`src/hw/rtl/cmp_pkg.sv`:
```
// ---------------------------------------------------------------------------
// cmp_pkg: shared types and constants of the CoAP message parser
// Payload structs, event and status codes, parse phases, the request record
// that travels from the parser front to the event back, and the code check.
// ---------------------------------------------------------------------------
`default_nettype none

package cmp_pkg;

    // Depth of the queue between parser front and event back
    localparam int QDEPTH = 4;
    localparam int QPTR_W = $clog2(QDEPTH);
    localparam int QCNT_W = $clog2(QDEPTH + 1);

    // Configuration port
    localparam int CFG_IDX_W  = 2;
    localparam int CFG_DATA_W = 16;
    localparam logic [15:0] MAX_BYTES_RESET = 16'd1152;

    // Option extension offsets
    localparam logic [16:0] EXT8_OFFSET  = 17'd13;
    localparam logic [16:0] EXT16_OFFSET = 17'd269;
    localparam logic [3:0]  NIB_EXT8     = 4'hD;
    localparam logic [3:0]  NIB_EXT16    = 4'hE;
    localparam logic [3:0]  NIB_RESERVED = 4'hF;
    localparam logic [1:0]  COAP_VERSION = 2'd1;
    localparam logic [3:0]  MAX_TOKEN_LEN = 4'd8;

    typedef enum logic [CFG_IDX_W-1:0] {
        CFG_MAX_BYTES    = 2'd0,
        CFG_CHECK_CODES  = 2'd1,
        CFG_ACCEPT_EMPTY = 2'd2
    } cfg_index_t;

    typedef enum logic [2:0] {
        EV_HEADER  = 3'd0,
        EV_TOKEN   = 3'd1,
        EV_OPTION  = 3'd2,
        EV_VALUE   = 3'd3,
        EV_PAYLOAD = 3'd4,
        EV_END     = 3'd5
    } ev_kind_t;

    typedef enum logic [3:0] {
        ST_OK          = 4'd0,
        ST_SHORT       = 4'd1,
        ST_VERSION     = 4'd2,
        ST_TOKEN_LEN   = 4'd3,
        ST_CODE        = 4'd4,
        ST_TOKEN_TRUNC = 4'd5,
        ST_NIBBLE_15   = 4'd6,
        ST_OPT_TRUNC   = 4'd7,
        ST_TOO_LONG    = 4'd8,
        ST_NUM_OVF     = 4'd9
    } status_t;

    typedef enum logic [3:0] {
        PH_HDR0    = 4'd0,
        PH_HDR1    = 4'd1,
        PH_HDR2    = 4'd2,
        PH_HDR3    = 4'd3,
        PH_TOKEN   = 4'd4,
        PH_OPT     = 4'd5,
        PH_DEXT8   = 4'd6,
        PH_DEXT16H = 4'd7,
        PH_DEXT16L = 4'd8,
        PH_LEXT8   = 4'd9,
        PH_LEXT16H = 4'd10,
        PH_LEXT16L = 4'd11,
        PH_VALUE   = 4'd12,
        PH_PAYLOAD = 4'd13,
        PH_DRAIN   = 4'd14
    } phase_t;

    typedef struct packed {
        logic [7:0] data_in;
        logic       last_byte;
    } in_item_t;

    typedef struct packed {
        logic [2:0]  event_kind;
        logic [1:0]  msg_type;
        logic [3:0]  token_len;
        logic [2:0]  code_class;
        logic [4:0]  code_detail;
        logic [15:0] message_id;
        logic [15:0] option_number;
        logic [16:0] option_length;
        logic [7:0]  data_out;
        logic [3:0]  status;
        logic        end_flag;
    } out_item_t;

    // Header as latched so far
    typedef struct packed {
        logic [1:0]  msg_type;
        logic [3:0]  token_len;
        logic [2:0]  code_class;
        logic [4:0]  code_detail;
        logic [15:0] message_id;
    } hdr_t;

    // One accepted byte: an optional byte event and an optional end event
    typedef struct packed {
        logic        has_ev;
        ev_kind_t    ev_kind;
        logic [15:0] ev_num;
        logic [16:0] ev_len;
        logic [7:0]  ev_data;
        logic        has_end;
        status_t     end_status;
        hdr_t        hdr;
    } step_rec_t;

    // Code registry check; code 0.00 always follows the empty-code switch
    function automatic logic code_allowed(input logic [2:0] cls, input logic [4:0] det,
                                          input logic check, input logic empty_ok);
        logic ok;
        if (cls == 3'd0 && det == 5'd0) begin
            ok = empty_ok;
        end else if (!check) begin
            ok = 1'b1;
        end else begin
            case (cls)
                3'd0:    ok = (det <= 5'd4);
                3'd2:    ok = (det >= 5'd1) && (det <= 5'd5);
                3'd4:    ok = (det <= 5'd6) || (det == 5'd12) || (det == 5'd13)
                              || (det == 5'd15);
                3'd5:    ok = (det <= 5'd5);
                default: ok = 1'b0;
            endcase
        end
        return ok;
    endfunction

endpackage

`default_nettype wire

```
`src/hw/rtl/cmp_front.sv`:
```
// ---------------------------------------------------------------------------
// cmp_front: byte parser of the CoAP message parser
// Holds the configuration registers and the parse state, takes one byte per
// cycle while in_accept is high, making a request record for the event queue.
// ---------------------------------------------------------------------------
`default_nettype none

module cmp_front (
    input  wire                           clk,
    input  wire                           rst_n,
    input  wire                           cfg_write_en,
    input  wire [cmp_pkg::CFG_IDX_W-1:0]  cfg_index,
    input  wire [cmp_pkg::CFG_DATA_W-1:0] cfg_data,
    input  wire                           in_accept,
    input  cmp_pkg::in_item_t             in_item,
    output logic                          push,
    output cmp_pkg::step_rec_t            push_rec
);
    import cmp_pkg::*;

    logic [15:0] max_bytes_reg;
    logic        check_codes_reg;
    logic        accept_empty_reg;

    phase_t      phase_reg, phase_next, phase_proc;
    logic [15:0] byte_cnt_reg, byte_cnt_next, cnt_inc;
    hdr_t        hdr_reg, hdr_proc;
    logic [16:0] rem_reg, rem_next;
    logic [15:0] last_num_reg, last_num_next;
    logic [7:0]  pend_reg, pend_next;
    logic [7:0]  ext_hi_reg, ext_hi_next;
    status_t     err_reg, err_next, err_proc;

    logic [7:0]  b;
    logic [3:0]  d_nib, l_nib, pend_l;
    logic        last;
    logic        over_hit;
    logic [16:0] ext8, ext16, delta, opt_len;
    logic [17:0] sum18;
    logic        num_ovf, do_delta, len_direct, opt_fin, is_lext;
    status_t     end_st;

    // Configuration registers
    always_ff @(posedge clk or negedge rst_n)
    begin
        if (!rst_n)
        begin
            max_bytes_reg    <= MAX_BYTES_RESET;
            check_codes_reg  <= 1'b1;
            accept_empty_reg <= 1'b0;
        end
        else if (cfg_write_en)
        begin
            unique case (cfg_index)
                CFG_MAX_BYTES:    max_bytes_reg    <= cfg_data[15:0];
                CFG_CHECK_CODES:  check_codes_reg  <= cfg_data[0];
                CFG_ACCEPT_EMPTY: accept_empty_reg <= cfg_data[0];
                default:          ;
            endcase
        end
    end

    // Decode the incoming byte and the option arithmetic
    assign b        = in_item.data_in;
    assign last     = in_item.last_byte;
    assign d_nib    = b[7:4];
    assign l_nib    = b[3:0];
    assign over_hit = (byte_cnt_reg >= max_bytes_reg) && (phase_reg != PH_DRAIN);
    assign cnt_inc  = (byte_cnt_reg != 16'hFFFF) ? byte_cnt_reg + 16'd1 : byte_cnt_reg;
    assign ext8     = 17'(b) + EXT8_OFFSET;
    assign ext16    = 17'({ext_hi_reg, b}) + EXT16_OFFSET;
    assign pend_l   = (phase_reg == PH_OPT) ? l_nib : pend_reg[3:0];
    assign is_lext  = (phase_reg == PH_LEXT8) || (phase_reg == PH_LEXT16L);

    always_comb
    begin
        case (phase_reg)
            PH_DEXT8:   delta = ext8;
            PH_DEXT16L: delta = ext16;
            default:    delta = 17'(d_nib);
        endcase
        case (phase_reg)
            PH_LEXT8:   opt_len = ext8;
            PH_LEXT16L: opt_len = ext16;
            default:    opt_len = 17'(pend_l);
        endcase
    end

    assign sum18      = 18'(last_num_reg) + 18'(delta);
    assign num_ovf    = (sum18[17:16] != 2'd0);
    assign len_direct = (pend_l != NIB_EXT8) && (pend_l != NIB_EXT16);
    assign do_delta   = (phase_reg == PH_DEXT8) || (phase_reg == PH_DEXT16L)
                        || ((phase_reg == PH_OPT) && (d_nib < NIB_EXT8)
                            && (l_nib != NIB_RESERVED));
    assign opt_fin    = !over_hit && ((do_delta && !num_ovf && len_direct) || is_lext);

    // Next parse state and datapath registers
    always_comb
    begin
        phase_proc    = phase_reg;
        hdr_proc      = hdr_reg;
        rem_next      = rem_reg;
        last_num_next = last_num_reg;
        pend_next     = pend_reg;
        ext_hi_next   = ext_hi_reg;
        err_proc      = err_reg;
        byte_cnt_next = cnt_inc;

        if (over_hit)
        begin
            err_proc   = ST_TOO_LONG;
            phase_proc = PH_DRAIN;
        end
        else
        begin
            unique case (phase_reg)
                PH_HDR0:
                begin
                    hdr_proc           = '0;
                    hdr_proc.msg_type  = b[5:4];
                    hdr_proc.token_len = b[3:0];
                    if (b[7:6] != COAP_VERSION)
                    begin
                        err_proc   = ST_VERSION;
                        phase_proc = PH_DRAIN;
                    end
                    else if (b[3:0] > MAX_TOKEN_LEN)
                    begin
                        err_proc   = ST_TOKEN_LEN;
                        phase_proc = PH_DRAIN;
                    end
                    else
                    begin
                        phase_proc = PH_HDR1;
                    end
                end
                PH_HDR1:
                begin
                    hdr_proc.code_class  = b[7:5];
                    hdr_proc.code_detail = b[4:0];
                    if (!code_allowed(b[7:5], b[4:0], check_codes_reg, accept_empty_reg))
                    begin
                        err_proc   = ST_CODE;
                        phase_proc = PH_DRAIN;
                    end
                    else
                    begin
                        phase_proc = PH_HDR2;
                    end
                end
                PH_HDR2:
                begin
                    hdr_proc.message_id[15:8] = b;
                    phase_proc                = PH_HDR3;
                end
                PH_HDR3:
                begin
                    hdr_proc.message_id[7:0] = b;
                    rem_next   = 17'(hdr_reg.token_len);
                    phase_proc = (hdr_reg.token_len != 4'd0) ? PH_TOKEN : PH_OPT;
                end
                PH_TOKEN, PH_VALUE:
                begin
                    if (rem_reg != 17'd0)
                    begin
                        rem_next = rem_reg - 17'd1;
                    end
                    if (rem_reg <= 17'd1)
                    begin
                        phase_proc = PH_OPT;
                    end
                end
                PH_OPT:
                begin
                    if (d_nib == NIB_RESERVED && l_nib == NIB_RESERVED)
                    begin
                        phase_proc = PH_PAYLOAD;
                    end
                    else if (d_nib == NIB_RESERVED || l_nib == NIB_RESERVED)
                    begin
                        err_proc   = ST_NIBBLE_15;
                        phase_proc = PH_DRAIN;
                    end
                    else
                    begin
                        pend_next = b;
                        if (d_nib == NIB_EXT8)
                        begin
                            phase_proc = PH_DEXT8;
                        end
                        else if (d_nib == NIB_EXT16)
                        begin
                            phase_proc = PH_DEXT16H;
                        end
                    end
                end
                PH_DEXT16H, PH_LEXT16H:
                begin
                    ext_hi_next = b;
                    phase_proc  = (phase_reg == PH_DEXT16H) ? PH_DEXT16L : PH_LEXT16L;
                end
                default:
                begin
                end
            endcase

            // Apply an option delta, then open the length field
            if (do_delta)
            begin
                if (num_ovf)
                begin
                    err_proc   = ST_NUM_OVF;
                    phase_proc = PH_DRAIN;
                end
                else
                begin
                    last_num_next = sum18[15:0];
                    if (pend_l == NIB_EXT8)
                    begin
                        phase_proc = PH_LEXT8;
                    end
                    else if (pend_l == NIB_EXT16)
                    begin
                        phase_proc = PH_LEXT16H;
                    end
                end
            end

            // Close an option: enter its value or look for the next one
            if (opt_fin)
            begin
                if (opt_len != 17'd0)
                begin
                    rem_next   = opt_len;
                    phase_proc = PH_VALUE;
                end
                else
                begin
                    phase_proc = PH_OPT;
                end
            end
        end

        phase_next = phase_proc;
        err_next   = err_proc;
        if (last)
        begin
            phase_next    = PH_HDR0;
            byte_cnt_next = 16'd0;
            rem_next      = 17'd0;
            last_num_next = 16'd0;
            pend_next     = 8'd0;
            ext_hi_next   = 8'd0;
            err_next      = ST_OK;
        end
    end

    // End status from the phase left by this byte
    always_comb
    begin
        if (cnt_inc < 16'd4)
        begin
            end_st = ST_SHORT;
        end
        else
        begin
            unique case (phase_proc)
                PH_DRAIN:            end_st = err_proc;
                PH_TOKEN:            end_st = ST_TOKEN_TRUNC;
                PH_OPT, PH_PAYLOAD:  end_st = ST_OK;
                default:             end_st = ST_OPT_TRUNC;
            endcase
        end
    end

    // Build the request record for this byte
    always_comb
    begin
        push_rec            = '0;
        push_rec.hdr        = hdr_proc;
        push_rec.has_end    = last;
        push_rec.end_status = end_st;
        push_rec.ev_kind    = EV_HEADER;
        if (!over_hit)
        begin
            unique case (phase_reg)
                PH_HDR3:
                begin
                    push_rec.has_ev  = 1'b1;
                    push_rec.ev_kind = EV_HEADER;
                end
                PH_TOKEN:
                begin
                    push_rec.has_ev  = 1'b1;
                    push_rec.ev_kind = EV_TOKEN;
                    push_rec.ev_data = b;
                end
                PH_VALUE:
                begin
                    push_rec.has_ev  = 1'b1;
                    push_rec.ev_kind = EV_VALUE;
                    push_rec.ev_data = b;
                end
                PH_PAYLOAD:
                begin
                    push_rec.has_ev  = 1'b1;
                    push_rec.ev_kind = EV_PAYLOAD;
                    push_rec.ev_data = b;
                end
                default:
                begin
                end
            endcase
        end
        if (opt_fin)
        begin
            push_rec.has_ev  = 1'b1;
            push_rec.ev_kind = EV_OPTION;
            push_rec.ev_num  = is_lext ? last_num_reg : sum18[15:0];
            push_rec.ev_len  = opt_len;
        end
    end

    assign push = in_accept && (push_rec.has_ev || push_rec.has_end);

    // Parse state registers
    always_ff @(posedge clk or negedge rst_n)
    begin
        if (!rst_n)
        begin
            phase_reg    <= PH_HDR0;
            byte_cnt_reg <= 16'd0;
            hdr_reg      <= '0;
            rem_reg      <= 17'd0;
            last_num_reg <= 16'd0;
            pend_reg     <= 8'd0;
            ext_hi_reg   <= 8'd0;
            err_reg      <= ST_OK;
        end
        else if (in_accept)
        begin
            phase_reg    <= phase_next;
            byte_cnt_reg <= byte_cnt_next;
            hdr_reg      <= last ? '0 : hdr_proc;
            rem_reg      <= rem_next;
            last_num_reg <= last_num_next;
            pend_reg     <= pend_next;
            ext_hi_reg   <= ext_hi_next;
            err_reg      <= err_next;
        end
    end

endmodule

`default_nettype wire

```
`src/hw/rtl/cmp_queue.sv`:
```
// ---------------------------------------------------------------------------
// cmp_queue: request queue between parser front and event back
// A small register FIFO of step records; the head is read in place.
// ---------------------------------------------------------------------------
`default_nettype none

module cmp_queue (
    input  wire                 clk,
    input  wire                 rst_n,
    input  wire                 push,
    input  cmp_pkg::step_rec_t  push_rec,
    output logic                full,
    input  wire                 pop,
    output logic                head_valid,
    output cmp_pkg::step_rec_t  head_rec
);
    import cmp_pkg::*;

    step_rec_t         slots_reg [QDEPTH];
    logic [QPTR_W-1:0] wr_ptr_reg, wr_ptr_next;
    logic [QPTR_W-1:0] rd_ptr_reg, rd_ptr_next;
    logic [QCNT_W-1:0] count_reg, count_next;
    logic              do_push, do_pop;

    assign full       = (count_reg == QCNT_W'(QDEPTH));
    assign head_valid = (count_reg != '0);
    assign head_rec   = slots_reg[rd_ptr_reg];
    assign do_push    = push && !full;
    assign do_pop     = pop && head_valid;

    // Advance pointers with wrap and track the fill level
    always_comb
    begin
        wr_ptr_next = wr_ptr_reg;
        rd_ptr_next = rd_ptr_reg;
        count_next  = count_reg;
        if (do_push)
        begin
            wr_ptr_next = (wr_ptr_reg == QPTR_W'(QDEPTH - 1)) ? '0 : wr_ptr_reg + 1'b1;
        end
        if (do_pop)
        begin
            rd_ptr_next = (rd_ptr_reg == QPTR_W'(QDEPTH - 1)) ? '0 : rd_ptr_reg + 1'b1;
        end
        if (do_push && !do_pop)
        begin
            count_next = count_reg + 1'b1;
        end
        else if (do_pop && !do_push)
        begin
            count_next = count_reg - 1'b1;
        end
    end

    always_ff @(posedge clk or negedge rst_n)
    begin
        if (!rst_n)
        begin
            wr_ptr_reg <= '0;
            rd_ptr_reg <= '0;
            count_reg  <= '0;
        end
        else
        begin
            wr_ptr_reg <= wr_ptr_next;
            rd_ptr_reg <= rd_ptr_next;
            count_reg  <= count_next;
        end
    end

    // Store the pushed request
    always_ff @(posedge clk)
    begin
        if (do_push)
        begin
            slots_reg[wr_ptr_reg] <= push_rec;
        end
    end

endmodule

`default_nettype wire

```
`src/hw/rtl/cmp_back.sv`:
```
// ---------------------------------------------------------------------------
// cmp_back: event back end of the CoAP message parser
// Expands each queued request into its byte event and end event and holds
// them one at a time in the output register.
// ---------------------------------------------------------------------------
`default_nettype none

module cmp_back (
    input  wire                 clk,
    input  wire                 rst_n,
    input  wire                 head_valid,
    input  cmp_pkg::step_rec_t  head_rec,
    output logic                pop,
    output logic                out_valid,
    input  wire                 out_stall,
    output cmp_pkg::out_item_t  out_data
);
    import cmp_pkg::*;

    logic      out_valid_reg, out_valid_next;
    out_item_t out_reg, out_next;
    logic      ev_done_reg, ev_done_next;
    logic      load_ok;
    out_item_t ev_item, end_item;

    assign load_ok = !out_valid_reg || !out_stall;

    // Format the two possible events of the head request
    always_comb
    begin
        ev_item               = '0;
        ev_item.event_kind    = head_rec.ev_kind;
        ev_item.msg_type      = head_rec.hdr.msg_type;
        ev_item.token_len     = head_rec.hdr.token_len;
        ev_item.code_class    = head_rec.hdr.code_class;
        ev_item.code_detail   = head_rec.hdr.code_detail;
        ev_item.message_id    = head_rec.hdr.message_id;
        ev_item.option_number = head_rec.ev_num;
        ev_item.option_length = head_rec.ev_len;
        ev_item.data_out      = head_rec.ev_data;

        end_item               = '0;
        end_item.event_kind    = EV_END;
        end_item.msg_type      = head_rec.hdr.msg_type;
        end_item.token_len     = head_rec.hdr.token_len;
        end_item.code_class    = head_rec.hdr.code_class;
        end_item.code_detail   = head_rec.hdr.code_detail;
        end_item.message_id    = head_rec.hdr.message_id;
        end_item.status        = head_rec.end_status;
        end_item.end_flag      = 1'b1;
    end

    // Load the next event when the output register frees up
    always_comb
    begin
        out_valid_next = out_valid_reg;
        out_next       = out_reg;
        ev_done_next   = ev_done_reg;
        pop            = 1'b0;
        if (load_ok)
        begin
            out_valid_next = head_valid;
            if (head_valid)
            begin
                if (head_rec.has_ev && !ev_done_reg)
                begin
                    out_next     = ev_item;
                    pop          = !head_rec.has_end;
                    ev_done_next = head_rec.has_end;
                end
                else
                begin
                    out_next     = end_item;
                    pop          = 1'b1;
                    ev_done_next = 1'b0;
                end
            end
        end
    end

    always_ff @(posedge clk or negedge rst_n)
    begin
        if (!rst_n)
        begin
            out_valid_reg <= 1'b0;
            ev_done_reg   <= 1'b0;
        end
        else
        begin
            out_valid_reg <= out_valid_next;
            ev_done_reg   <= ev_done_next;
        end
    end

    always_ff @(posedge clk)
    begin
        out_reg <= out_next;
    end

    assign out_valid = out_valid_reg;
    assign out_data  = out_reg;

endmodule

`default_nettype wire

```
`src/hw/rtl/coap_message_parser.sv`:
```
// ---------------------------------------------------------------------------
// coap_message_parser: streaming CoAP message parser, top level
// Byte parser front, request queue and event back end.
// ---------------------------------------------------------------------------
// Usage:
//   Input channel (in_valid / in_stall / in_data) takes one message byte per
//   request, with last_byte set on the final byte of each message.
//   Output channel (out_valid / out_stall / out_data) gives the events: header,
//   token bytes, option headers, option value bytes, payload bytes and one end
//   event carrying the status.
//   Throughput: one byte per cycle while in_stall is low, set by the parse
//   step in the front; the output register moves one event per cycle while
//   out_stall is low, so a final byte that also has a byte event gives two
//   events, the byte event and then the end event. An event is registered
//   first in a queue slot and then in the output register before it appears.
//   The front and back are parted by a four-entry queue; when the receiver
//   stalls the queue fills and in_stall rises, and no event is lost.
//   Configuration writes on cfg_write_en / cfg_index / cfg_data take effect
//   on the next byte. Reset empties the queue, re-arms the parser at header
//   byte zero and restores max 1152 bytes, code checking on, empty code off.
// ---------------------------------------------------------------------------
`default_nettype none

module coap_message_parser (
    input  wire                           clk,
    input  wire                           rst_n,
    input  wire                           cfg_write_en,
    input  wire [cmp_pkg::CFG_IDX_W-1:0]  cfg_index,
    input  wire [cmp_pkg::CFG_DATA_W-1:0] cfg_data,
    input  wire                           in_valid,
    output logic                          in_stall,
    input  cmp_pkg::in_item_t             in_data,
    output logic                          out_valid,
    input  wire                           out_stall,
    output cmp_pkg::out_item_t            out_data
);
    import cmp_pkg::*;

    logic      in_accept;
    logic      push, full, pop, head_valid;
    step_rec_t push_rec, head_rec;

    // Take a byte whenever the queue has room
    assign in_stall  = full;
    assign in_accept = in_valid && !full;

    cmp_front u_front (
        .clk          (clk),
        .rst_n        (rst_n),
        .cfg_write_en (cfg_write_en),
        .cfg_index    (cfg_index),
        .cfg_data     (cfg_data),
        .in_accept    (in_accept),
        .in_item      (in_data),
        .push         (push),
        .push_rec     (push_rec)
    );

    cmp_queue u_queue (
        .clk        (clk),
        .rst_n      (rst_n),
        .push       (push),
        .push_rec   (push_rec),
        .full       (full),
        .pop        (pop),
        .head_valid (head_valid),
        .head_rec   (head_rec)
    );

    cmp_back u_back (
        .clk        (clk),
        .rst_n      (rst_n),
        .head_valid (head_valid),
        .head_rec   (head_rec),
        .pop        (pop),
        .out_valid  (out_valid),
        .out_stall  (out_stall),
        .out_data   (out_data)
    );

endmodule

`default_nettype wire

```
`config.mk`:
```
export PLATFORM = sky130hd
export DESIGN_NAME = coap_message_parser
export DESIGN_NICKNAME = d
export VERILOG_FILES = /design/src/hw/rtl/cmp_pkg.sv /design/src/hw/rtl/cmp_front.sv /design/src/hw/rtl/cmp_queue.sv /design/src/hw/rtl/cmp_back.sv /design/src/hw/rtl/coap_message_parser.sv
export SDC_FILE = /design/constraint.sdc
export NUM_CORES = 1
export LEC_CHECK = 0
export ABC_AREA = 1
export BUFFER_PORTS_ARGS = -buffer_cell sky130_fd_sc_hd__buf_4
export CAP_MARGIN = 20
export CORE_UTILIZATION = 55
export CTS_CLUSTER_DIAMETER = 100
export DETAILED_ROUTE_END_ITERATION = 16
export GPL_TIMING_DRIVEN = 0
export PLACE_DENSITY_LB_ADDON = 0.05
export SLEW_MARGIN = 20
export SYNTH_ARGS = -nofsm -noshare
export SYNTH_HDL_FRONTEND = slang
export SYNTH_SLANG_ARGS = --single-unit
```
`constraint.sdc`:
```
create_clock -name clk -period 14.8 [get_ports clk]
set_input_delay 2.96 -clock clk [delete_from_list [all_inputs] [get_ports clk]]
set_output_delay 2.96 -clock clk [all_outputs]
set_load 0.005 [all_outputs]
```
======== After elaboration in Yosys (flattened, before gate mapping) ========
Memory sizes are Yosys's and may differ from the RTL's.
Cells that the tools add are included.
W data, S select, Z words.
operators by class
  equal/unequal tests ..................... 44
  order comparisons ....................... 9
  mux-type cells .......................... 82
  add/sub/neg operators ................... 9
  reduce and logical (&&, ||, !) cells .... 61
operator list
  operator                 count
  $mux W4                  33
  $mux W16                 7
  $pmux W17 S2             3
  $mux W17                 5
  $mux W30                 2
  $eq A4 B4 Y1 const B     14
  $pmux W8 S2              3
  $mux W8                  5
  $mux W37                 1
  $reduce_bool A17 Y1      2
  $pmux W4 S7              1
  $eq A4 B3 Y1 const B     6
  $pmux W4 S3              2
  $add A16 B17 Y18         1
  $add A16 B9 Y17 const B  1
  $le A17 B1 Y1 const B    1
  $logic_and A1 B1 Y1      17
  $sub A17 B1 Y17 const B  1
  $add A16 B1 Y16 const B  1
  $ge A16 B16 Y1           1
  $lt A16 B3 Y1 const B    1
  $ne A16 B16 Y1 const B   1
  $ne A4 B4 Y1 const B     4
  $pmux W4 S4              1
  37 further kinds         91
storage, ports and cells
  memories kept ........................... 1
  word-level logic and storage cells ...... 237
  register bits after elaboration ......... 205
  bits in writable memories ............... 320
  output and inout port bits .............. 81
  input bits .............................. 32
memory list
  memory             words  bits a word  rd ports  clocked after memory_dff  wr ports  line             RTL
  u_queue.slots_reg  4      80           1         0                         1         cmp_queue.sv:19  step_rec_t slots_reg [QDEPTH];

======== Depth between registers and ports, before layout ========
Gate-level depths: netlist (run 1).
  depth after elaboration ................. 21
  depth in mapped cells ................... 31
  mapped depth without buffers ............ 31

======== Modules after synthesis ========
Synthesis (run 1) repeated with hierarchy kept, for this count alone.
second synthesis, totals
  cell total of the unflattened synthesis .. 2551
  area total of the unflattened synthesis .. 25662.1 um^2
modules (own cells, without submodules)
  module               times used  cells each  sequential area each (um^2)  area an instance (um^2)
  cmp_queue            1           993         9784.4                       13645.6
  cmp_front            1           1366        2931.6                       8996.1
  cmp_back             1           190         2422.3                       3010.4
  coap_message_parser  1           2           0.0                          10.0

======== Least setup slack after synthesis (run 1) ========
OpenSTA, ideal clock, no wires.
  kind .................................... in2reg
  start point ............................. in in_data[3] (netlist name)
  end point ............................... mem u_queue.slots_reg[0][0] (netlist name) (enable)
  arrival time ............................ 8795 ps
  path buffers ............................ 1
  data required time ...................... 14281 ps
  library setup time ...................... 519 ps
  setup slack ............................. 5487 ps
  stages .................................. 23
  cell sequence ........................... buf_2 > nor2_1 > nand2_1 > nand2_1 > nand2_1 > nand2_1 > nand2_1 > nand2_1 > nor2_1 > ha_1 > a21oi_1 > nand2_1 > a21oi_1 > nand2_1 > nand2_1 > nand3_1 > nand2_1 > nand3_2 > nand2_2 > nand2_4 > a31oi_2 > inv_1 > nor2_1
between the ends
  longest elaborated chain between the ends .. 15
  elaborated cells on any way between the ends .. 23
  those cells by class .................... 3 x add/sub; 3 x eq/ne; 5 x mux; 12 x reduce/logical
RTL lines
  item                                              line                              RTL
  start, declared                                   coap_message_parser.sv:32         input cmp_pkg::in_item_t in_data,
  $add A16 B9 Y17 or $add A8 B4 Y9 (tied branches)  cmp_front.sv:71, cmp_front.sv:70
  $pmux W17 S2                                      cmp_front.sv:77                   case (phase_reg)
  $add A16 B17 Y18                                  cmp_front.sv:89                   assign sum18 = 18'(last_num_reg) + 18'(delta);
  $reduce_bool A2 Y1                                cmp_front.sv:90                   assign num_ovf = (sum18[17:16] != 2'd0);
  $logic_not A1 Y1                                  cmp_front.sv:95                   assign opt_fin = !over_hit && ((do_delta && !num_ovf && len_direct) || is_lext);
  $logic_and A1 B1 Y1                               cmp_front.sv:95
  $logic_and A1 B1 Y1 *                             cmp_front.sv:95
  $logic_or A1 B1 Y1 *                              cmp_front.sv:95
  $logic_and A1 B1 Y1 *                             cmp_front.sv:95
  $mux W37 *                                        cmp_front.sv:315                  if (opt_fin)
  $logic_or A1 B1 Y1 *                              cmp_front.sv:324                  assign push = in_accept && (push_rec.has_ev || push_rec.has_end);
  $logic_and A1 B1 Y1 *                             cmp_front.sv:324
  $logic_and A1 B1 Y1 *                             cmp_queue.sv:28                   assign do_push = push && !full;
  named net u_queue.do_push                         cmp_queue.sv:23                   logic do_push, do_pop;
  $mux W1 *                                         cmp_queue.sv:74                   if (do_push)
  $mux W1 (not written as such) *                   cmp_queue.sv:76                   slots_reg[wr_ptr_reg] <= push_rec;
  end, declared                                     cmp_queue.sv:19
Mark *: on every way through the listed nets, which the timed path passes. The rest lies on a longest branch.

======== Final worst setup path (run 1) ========
  start point ............................. in in_data[1] (netlist name)
  end point ............................... mem u_queue.slots_reg[3][65] (netlist name) (enable)
The elaborated chain is that of the path after synthesis.

==> results of run 1 <==
power by group through the flow:
stage / Sequential [mW] / Clock (mW) / Combinational (mW)
after floorplan: 2.26 / 0 / 1.27
after global placement: 2.30 / 0 / 2.01
after detailed placement: 2.26 / 0 / 2.11
after CTS: 2.23 / 1.32 / 2.13
after global routing: 2.27 / 1.38 / 2.38
final: 2.23 / 1.31 / 2.14
metal layers:
layer / vias up / wire length, µm
met5: - / 0
met4: 0 / 1620
met3: 113 / 5710
met2: 751 / 30300
met1: 8899 / 28100
li1: 8650 / -
kinds of logic after synthesis:
kind of cell	Yosys count	share of synthesized area [%]
muxes	1	0.0469
buffers and inverters	334	5.39
xor gates and xnor gates	22	0.802
and+or+nand+nor	928	15.9
AOI/OAI and AO/OA	540	12.3
DFF	525	63.0
adders and majority gates	47	2.51
worst max-delay path: stages:
cell	delay (ns)
buf_4	0.15
ha_1	0.24
inv_1	0.07
nand2_1	0.20
nand2_1	0.13
nand2_1	0.18
nand2_1	0.10
nand2_1	0.06
o21ai_0	0.18
ha_1	0.42
nand2_1	0.09
nand2_1	0.07
nand2_1	0.06
nand2_1	0.04
a21oi_1	0.12
nand2_1	0.11
nand2_1	0.08
nand3_1	0.08
nand2_1	0.22
nand3_2	0.10
nand2_2	0.14
nand2_4	0.13
a31oi_2	0.34
inv_1	0.27
nor2_4	0.45
buf_16	0.23
buf_12	0.20
buf_16	0.19
layout by cell type, fill, tap and decap left out, drive strengths merged, types with 18 or more instances in the layout:
cell,n
dfrtp,123
a21oi,114
o21ai,291
nand4,21
o22ai,88
nand3,113
inv,233
ha,45
xor2,18
buf,156
nor2,421
edfxtp,399
nand2,340
clkbuf,146
a211oi,18
area by class of cell:
| type | instances | area (µm²) |
|---|---|---|
| clock buffer | 74 | 1440 |
| tap | 585 | 732 |
| fill | 3490 | 15400 |
| timing repair buffer | 126 | 1230 |
| inverter | 232 | 873 |
| sequential | 525 | 15100 |
| clock inverter | 22 | 231 |
| buffer | 102 | 424 |
| multi-input combinational | 1538 | 7620 |
worst max path at each step:
| stage | slack, ns | end | from |
|---|---|---|---|
| floorplan | 5.49 | u_queue.slots_reg[0][0] | in_data[3] |
| detailed placement | 6.85 | u_queue.slots_reg[3][67] | in_data[1] |
| global route | 7.02 | u_queue.slots_reg[3][42] | in_data[1] |
| global placement | 1.63 | u_queue.slots_reg[3][67] | in_data[1] |
| finish | 7.43 | u_queue.slots_reg[3][65] | in_data[1] |
| CTS | 7.47 | u_queue.slots_reg[3][66] | in_data[1] |
==> flow_metrics.py, run 1 <==
metrics = {
    "power": {
        "intPower_mw": 3.52,
        "p_clk_share_pct": 23.0,
        "power.share.sequential_pct": 39.3,
        "combPwrFrac_pct": 37.7,
        "powerDensity_mw_per_mm2": 205,
        "switchingPower_mw": 2.16,
        "power_leakage_nw": 11.2,
        "total_power_mw": 5.68,
        "peakVddDrop_v": 0.000125,
        "p_sw_share_pct": 38.0,
    },
    "placement": {
        "dp_hpwl_um": 46200,
        "dp_slack_ns": 6.85,
        "gp_congestion": 0.917,
        "placed_cell_area_mm2": 0.0260,
        "io_buffers": 109,
        "dp_cells": 3108,
    },
    "critical_path": {
        "r2r.worst_path.cells": 25,
        "r2r_slack_ns": 9.21,
        "end_kind": "flip-flop",
        "worstPathArrival_ns": 7.67,
        "critPathRequiredTime_ns": 15.10,
        "r2r-end": "u_queue.slots_reg[3][65]",
        "timing.critical_path.from_type": "input pin",
        "path_class": "input pin to flip-flop",
        "worst_r2r_startpoint": "u_front.phase_reg[1]",
        "cp_max_fo": 20,
    },
    "timing": {
        "holdWs_ns": 0.486,
        "finalSetupViolCount": 0,
        "finalHoldViolCount": 0,
        "finalCritPeriodShare_pct": 49.8,
        "clock.fmax_mhz": 136,
        "worst_slew_pin_slew_ns": 1.14,
        "period_minus_slack_ns": 7.37,
        "relSlewSlack_pct": 23.7,
        "finalClockSkew_ns": 0.0299,
        "setup_tns_ns": 0,
        "setup_ws_ns": 7.43,
        "grt_setup_unrepaired": "no",
        "slew_viol_final": 0,
    },
    "die": {
        "die_y_um": 211,
        "dieArea_mm2": 0.0445,
        "start_util_pct": 55.8,
        "ios": 113,
        "core_mm2": 0.0431,
        "die_w_um": 211,
        "num_rows": 76,
    },
    "clocking": {
        "ctsRootBufferMaster": "clkbuf_16",
        "cts_tree": "done",
        "cts_buffers": 53,
        "htreeDepth": 2,
        "clkTransAtPathRegs_ns": 0.06,
        "postCtsSetupBuffers": 0,
        "clkLatencyLatePin_ns": 0.62,
        "cts_resized": 0,
        "clock_path_buffers": 3,
        "hold_buffers": 0,
        "clock-sinks": 525,
    },
    "logic_synthesis": {
        "ys_warn_count": 0,
        "synth_most_common_cell": "nor2_1",
        "netlist_area_mm2": 0.0240,
        "ys_ff_latch": 525,
        "synth_flop_cell": "edfxtp_1",
        "yosysTopAreaCell": "edfxtp_1",
        "synthTopCellsByCount": "nor2_1 (414), edfxtp_1 (399), nand2_1 (336)",
        "syn_area_per_cell_um2": 10.0,
        "yosysTopAreaCellShare_pct": 49.9,
        "ys_top_cells_by_area": "edfxtp_1 (50%), dfrtp_1 (13%), nor2_1 (6.5%)",
        "synth-seq-area-share_pct": 63.0,
        "synth_edf_count": 399,
        "synth_fp_nets": 2476,
        "async_flop_share_pct": 24.0,
        "synth_cells": 2397,
        "synth_cell_types": 54,
    },
    "final_layout": {
        "diodes": 0,
        "finalNetCount": 2657,
        "stdcell_count": 3204,
        "post-route-util_pct": 64.3,
        "area_growth_pct": 15.3,
        "drive_gt1_share_pct": 9.77,
        "largest_reg_flops": 320,
        "finalInstanceArea_mm2": 0.0277,
    },
    "route": {
        "route.vias.total": 18413,
        "drt_first_pass_iters": 6,
        "drc": 0,
        "via_per_inst": 5.75,
        "drt_first_iter_violations": 1700,
        "wl_um": 65700,
        "postRouteAntennaNets": 0,
        "wl_per_cell_um": 20.5,
    },
    "global_route": {
        "grt-busiest-layer": "met2",
        "grt_max_degree": 82,
        "met2_usage_pct": 47.3,
        "grt_use_total_pct": 30.1,
        "grt_pass1_wl_um": 101000,
        "met3_usage_pct": 6.24,
        "gr-total-overflow": 0,
        "met1_usage_pct": 42.5,
        "grt_pass1_vias": 17916,
        "antenna_found_initial": 0,
    },
    "worst_hold_path": {
        "hold_class": "flip-flop to flip-flop",
        "holdPathEnd": "u_front.max_bytes_reg[7]",
        "min_from": "u_front.max_bytes_reg[7]",
        "min_delay_path_depth": 2,
    },
    "status": {
        "status": "completed",
    },
    "job": {
        "cap_violations": 0,
    },
}
No activity file was read; power rests on OpenSTA's default activity.
==> run 2, diff against run 1 <==
- clock period: 14.8 -> 6.2 ns (I/O delays scaled with it)
==> flow_metrics.py, run 2 (synthesis gave the netlist of run 1 again) <==
metrics = {
    "timing": {
        "finalClockSkew_ns": 0.0128,
        "relSlewSlack_pct": 15.8,
        "grt_setup_unrepaired": "no",
        "finalCritPeriodShare_pct": 93.4,
        "slew_viol_final": 0,
        "finalSetupViolCount": 0,
        "clock.fmax_mhz": 173,
        "worst_slew_pin_slew_ns": 1.25,
        "period_minus_slack_ns": 5.79,
        "finalHoldViolCount": 0,
    },
    "clocking": {
        "postCtsSetupBuffers": 0,
        "clock-sinks": 525,
        "cts_tree": "done",
        "clkLatencyLatePin_ns": 0.61,
        "cts_buffers": 54,
        "htreeDepth": 2,
        "hold_buffers": 0,
        "clock_path_buffers": 3,
        "ctsRootBufferMaster": "clkbuf_16",
        "clkTransAtPathRegs_ns": 0.06,
        "cts_resized": 0,
    },
    "critical_path": {
        "r2r_slack_ns": 0.41,
        "r2r-end": "u_queue.slots_reg[1][64]",
        "r2r.worst_path.cells": 25,
        "worstSetupStartpoint": "u_front.phase_reg[0]",
        "worstPathArrival_ns": 6.11,
        "cp_max_fo": 18,
        "path_class": "flip-flop to flip-flop",
        "end_kind": "flip-flop",
        "worst_r2r_startpoint": "u_front.phase_reg[0]",
        "timing.critical_path.from_type": "flip-flop",
        "critPathRequiredTime_ns": 6.52,
    },
    "final_layout": {
        "finalInstanceArea_mm2": 0.0278,
        "final_common_cell": "nor2_1",
        "drive_gt1_share_pct": 10.1,
        "area_growth_pct": 15.9,
        "finalNetCount": 2659,
        "post-route-util_pct": 64.6,
        "largest_reg_flops": 320,
        "final_cell_mix": "nor2_1 (410), edfxtp_1 (399), nand2_1 (336), o21ai_0 (285), inv_1 (225)",
    },
    "die": {
        "num_rows": 76,
        "start_util_pct": 55.8,
        "die_y_um": 211,
        "die_w_um": 211,
        "dieArea_mm2": 0.0445,
        "core_mm2": 0.0431,
        "ios": 113,
    },
    "placement": {
        "gp_congestion": 0.912,
        "io_buffers": 109,
        "placed_cell_area_mm2": 0.0260,
        "dp_hpwl_um": 45900,
    },
    "status": {
        "status": "completed",
    },
    "power": {
        "peakVddDrop_v": 0.000242,
        "power_leakage_nw": 11.2,
        "powerDensity_mw_per_mm2": 493,
    },
    "worst_hold_path": {
        "hold_class": "flip-flop to flip-flop",
        "min_delay_path_depth": 2,
        "min_from": "u_front.hdr_reg[28]",
        "holdPathEnd": "u_front.hdr_reg[28]",
    },
    "route": {
        "drt_first_iter_violations": 1789,
        "wl_per_cell_um": 20.3,
        "route.vias.total": 18254,
        "via_per_inst": 5.69,
        "drc": 0,
        "postRouteAntennaNets": 0,
        "wl_um": 65300,
        "drt_first_pass_iters": 6,
    },
    "job": {
        "cap_violations": 0,
    },
    "global_route": {
        "grt_max_degree": 91,
        "antenna_found_initial": 2,
        "grt_use_total_pct": 29.6,
        "grt_pass1_wl_um": 99500,
        "grt_pass1_vias": 17509,
        "gr-total-overflow": 0,
    },
}
==> run 2: cell types whose count changed in the layout (fill, tap and decap cells not counted), sizes merged <==
cell      previous run  this run
bufinv               4         6
buf                156       157
clkinv              16        25
diode                0         1
clkbuf             146       138
clkinvlp             1         3
inv                233       232
==> run 2: layout make-up <==
type	instances	area (µm²)
fill	3522	15200
sequential	525	15100
multi-input combinational	1538	7620
clock buffer	66	1460
timing repair buffer	127	1250
inverter	232	873
tap	585	732
buffer	102	424
clock inverter	34	340
antenna	1	2.50
==> run 2: critical path, cell delays in order (launching register included) <==
cell	delay, ns
dfrtp_1	0.44
nor2_1	0.26
inv_1	0.08
nor2_1	0.34
nor2_1	0.20
clkbuf_1	0.24
nand2_1	0.10
o21ai_0	0.08
ha_1	0.22
fa_1	0.41
nand3_1	0.12
nand2_1	0.09
nand2_1	0.08
nand2_1	0.14
nand2_1	0.14
nand3_1	0.10
nand2_1	0.20
nand3_2	0.11
nand2_2	0.16
nand2_4	0.11
a31oi_2	0.35
inv_1	0.27
nor2_4	0.62
buf_16	0.25
buf_16	0.17
buf_16	0.16
==> run 2: metrics by stage <==
step | power (mW) | setup slack (ns) | hold slack [ns] | TNS [ns] | instances
4_1_cts | 13.7 | 0.496 | 0.485 | 0 | 3209
3_5_place_dp | 10.4 | -0.132 | 0.471 | -3.24 | 3109
3_3_place_gp | 10.2 | -2.69 | 0.463 | -845.40 | 3091
6_report | 13.7 | 0.412 | 0.479 | 0 | 3210
2_1_floorplan | 8.41 | -0.0830 | 0.448 | -26.57 | 2397
5_1_grt | 14.5 | 0.0283 | 0.520 | 0 | 3210
==> run 2: worst max path at each step <==
stage | slack, ns | endpoint | cells after the start
after floorplan | -0.08 | u_queue.slots_reg[0][0] | 23
after global placement | -2.69 | u_queue.slots_reg[3][44] | 19
after detailed placement | -0.13 | u_queue.slots_reg[1][64] | 28
after CTS | 0.50 | u_queue.slots_reg[1][72] | 25
after global routing | 0.03 | u_queue.slots_reg[1][64] | 25
final | 0.41 | u_queue.slots_reg[1][64] | 25
==> run 2: power by group <==
| group | switching, mW | internal, mW | leakage (nW) | total, mW |
|---|---|---|---|---|
| clock | 1.38 | 1.92 | 0.868 | 3.30 |
| combinational | 3.47 | 1.62 | 4.96 | 5.08 |
| sequential | 0.318 | 5.01 | 5.40 | 5.33 |
==> run 2: per-layer routing <==
metal  GRT usage (%)  part of all wire, %  vias to the layer above  wire (µm)
met5               0                    0                        -          0
met4            9.97                  2.4                        0       1540
met3            5.37                  7.8                       95       5060
met2            45.7                   46                      705      30000
met1            42.6                   44                     8802      28700
li1                -                    -                     8652          -
==> run 3, diff against run 2 <==
- BUFFER_PORTS_ARGS: -buffer_cell sky130_fd_sc_hd__buf_4 -> unset
- DONT_BUFFER_PORTS: unset -> 1
==> flow_metrics.py, run 3 (synthesis gave the netlist of run 1 again) <==
metrics = {
    "route": {
        "drt_first_iter_violations": 1834,
        "via_per_inst": 5.79,
        "drc": 0,
        "postRouteAntennaNets": 0,
        "wl_um": 64400,
        "wl_per_cell_um": 20.8,
        "drt_first_pass_iters": 5,
        "route.vias.total": 17922,
    },
    "clocking": {
        "ctsRootBufferMaster": "clkbuf_16",
        "cts_buffers": 54,
        "postCtsSetupBuffers": 0,
        "hold_buffers": 0,
        "cts_tree": "done",
        "cts_resized": 0,
        "clock-sinks": 525,
        "clock_path_buffers": 3,
        "htreeDepth": 2,
        "clkLatencyLatePin_ns": 0.61,
        "clkTransAtPathRegs_ns": 0.06,
    },
    "critical_path": {
        "cpLargestDelayFamily": "simple AND/OR/NAND/NOR gates",
        "worst_r2r_startpoint": "u_front.phase_reg[0]",
        "r2r_slack_ns": 0.51,
        "r2r.worst_path.cells": 24,
        "critPathRequiredTime_ns": 6.50,
        "cp_max_fo": 23,
        "crit_buf_inv": 5,
        "crit_top_cell": "nand2_1",
        "path_cells": "nor2_1 > inv_1 > nor2_1 > nor2_1 > clkbuf_1 > nand2_1 > o21ai_0 > ha_1 > fa_1 > nand3_1 > nand2_1 > nand2_1 > nand2_1 > nand2_1 > nand3_1 > nand2_1 > nand3_2 > nand2_2 > nand2_4 > a31oi_2 > inv_1 > nor2_4 > buf_12 > buf_12",
        "end_kind": "flip-flop",
        "timing.critical_path.from_type": "flip-flop",
        "worstPathArrival_ns": 5.98,
        "path_class": "flip-flop to flip-flop",
        "slowest_delay_ns": 0.62,
        "critPathSlowestCell": "nor2_4",
        "r2r-end": "u_queue.slots_reg[2][44]",
    },
    "final_layout": {
        "finalNetCount": 2548,
        "final_cell_mix": "nor2_1 (410), edfxtp_1 (399), nand2_1 (336), o21ai_0 (285), inv_1 (225)",
        "post-route-util_pct": 62.5,
        "final_common_cell": "nor2_1",
        "area_growth_pct": 12.2,
        "drive_gt1_share_pct": 6.25,
        "finalInstanceArea_mm2": 0.0269,
        "stdcell_count": 3098,
        "largest_reg_flops": 320,
        "diodes": 0,
    },
    "timing": {
        "finalHoldViolCount": 0,
        "slew_viol_final": 0,
        "finalSetupViolCount": 0,
        "holdWs_ns": 0.352,
        "period_minus_slack_ns": 5.69,
        "relSlewSlack_pct": 14.6,
        "worst_slew_pin_slew_ns": 1.27,
        "grt_setup_unrepaired": "no",
        "clock.fmax_mhz": 176,
        "finalCritPeriodShare_pct": 91.7,
        "finalClockSkew_ns": 0.0220,
    },
    "power": {
        "powerDensity_mw_per_mm2": 493,
        "total_power_mw": 13.3,
        "peakVddDrop_v": 0.000223,
        "power_leakage_nw": 10.7,
    },
    "global_route": {
        "grt_max_degree": 127,
        "antenna_found_initial": 0,
        "grt_pass1_wl_um": 98200,
        "gr-total-overflow": 0,
        "grt_pass1_vias": 16949,
        "grt_use_total_pct": 29.2,
    },
    "placement": {
        "placed_cell_area_mm2": 0.0252,
        "gp_congestion": 0.941,
        "io_buffers": 0,
        "dp_hpwl_um": 44900,
        "dp_cells": 2998,
    },
    "status": {
        "status": "completed",
    },
    "die": {
        "die_w_um": 211,
        "ios": 113,
        "core_mm2": 0.0431,
        "start_util_pct": 55.8,
        "num_rows": 76,
        "die_y_um": 211,
        "dieArea_mm2": 0.0445,
    },
    "job": {
        "cap_violations": 0,
    },
    "worst_hold_path": {
        "hold_class": "input pin to asynchronous set/reset pin",
    },
}
run 3: cell count changes in the layout (fill, tap and decap cells not counted), moves of 2 or more:
cell and delta:
clkbuf_16 -2, buf_4 -108, clkinv_2 +5, buf_16 -2, clkbuf_1 +2, clkinv_1 -7
run 3: metal layers:
metal / up-vias / part of all wire (%) / GRT usage (%)
met5: - / 0 / 0
met1: 8719 / 45 / 42.7
met4: 0 / 1.7 / 6.35
met2: 688 / 47 / 46.4
li1: 8420 / - / -
met3: 95 / 7.0 / 4.31
run 3: final cells by class:
type / count / area, µm²
Multi-Input combinational cell: 1538 / 7610
Fill cell: 3550 / 16100
Sequential cell: 525 / 15100
Inverter: 232 / 873
Clock buffer: 67 / 1430
Clock inverter: 33 / 347
Timing Repair Buffer: 16 / 380
Buffer: 102 / 424
Tap cell: 585 / 732
run 3: worst max-delay path by stage:
stage / startpoint / depth (start not counted) / endpoint / slack, ns
2_1_floorplan: in_data[3] / 23 / u_queue.slots_reg[0][0] / -0.08
4_1_cts: u_front.phase_reg[0] / 24 / u_queue.slots_reg[2][44] / 0.55
6_report: u_front.phase_reg[0] / 24 / u_queue.slots_reg[2][44] / 0.51
3_3_place_gp: in_data[3] / 20 / u_queue.slots_reg[2][46] / -2.75
3_5_place_dp: in_data[3] / 22 / u_queue.slots_reg[2][46] / -0.05
5_1_grt: u_front.phase_reg[0] / 24 / u_queue.slots_reg[2][44] / 0.22
run 3: stage by stage:
| stage | setup WS [ns] | TNS (ns) |
|---|---|---|
| 2_1_floorplan | -0.0830 | -26.57 |
| 3_3_place_gp | -2.75 | -865.65 |
| 3_5_place_dp | -0.0522 | -1.17 |
| 4_1_cts | 0.552 | 0 |
| 5_1_grt | 0.225 | 0 |
| 6_report | 0.514 | 0 |
run 3: power by group:
part	total, mW	switching [mW]	internal [mW]
Clock	3.26	1.37	1.89
Combinational	4.63	3.32	1.31
Sequential	5.38	0.367	5.02
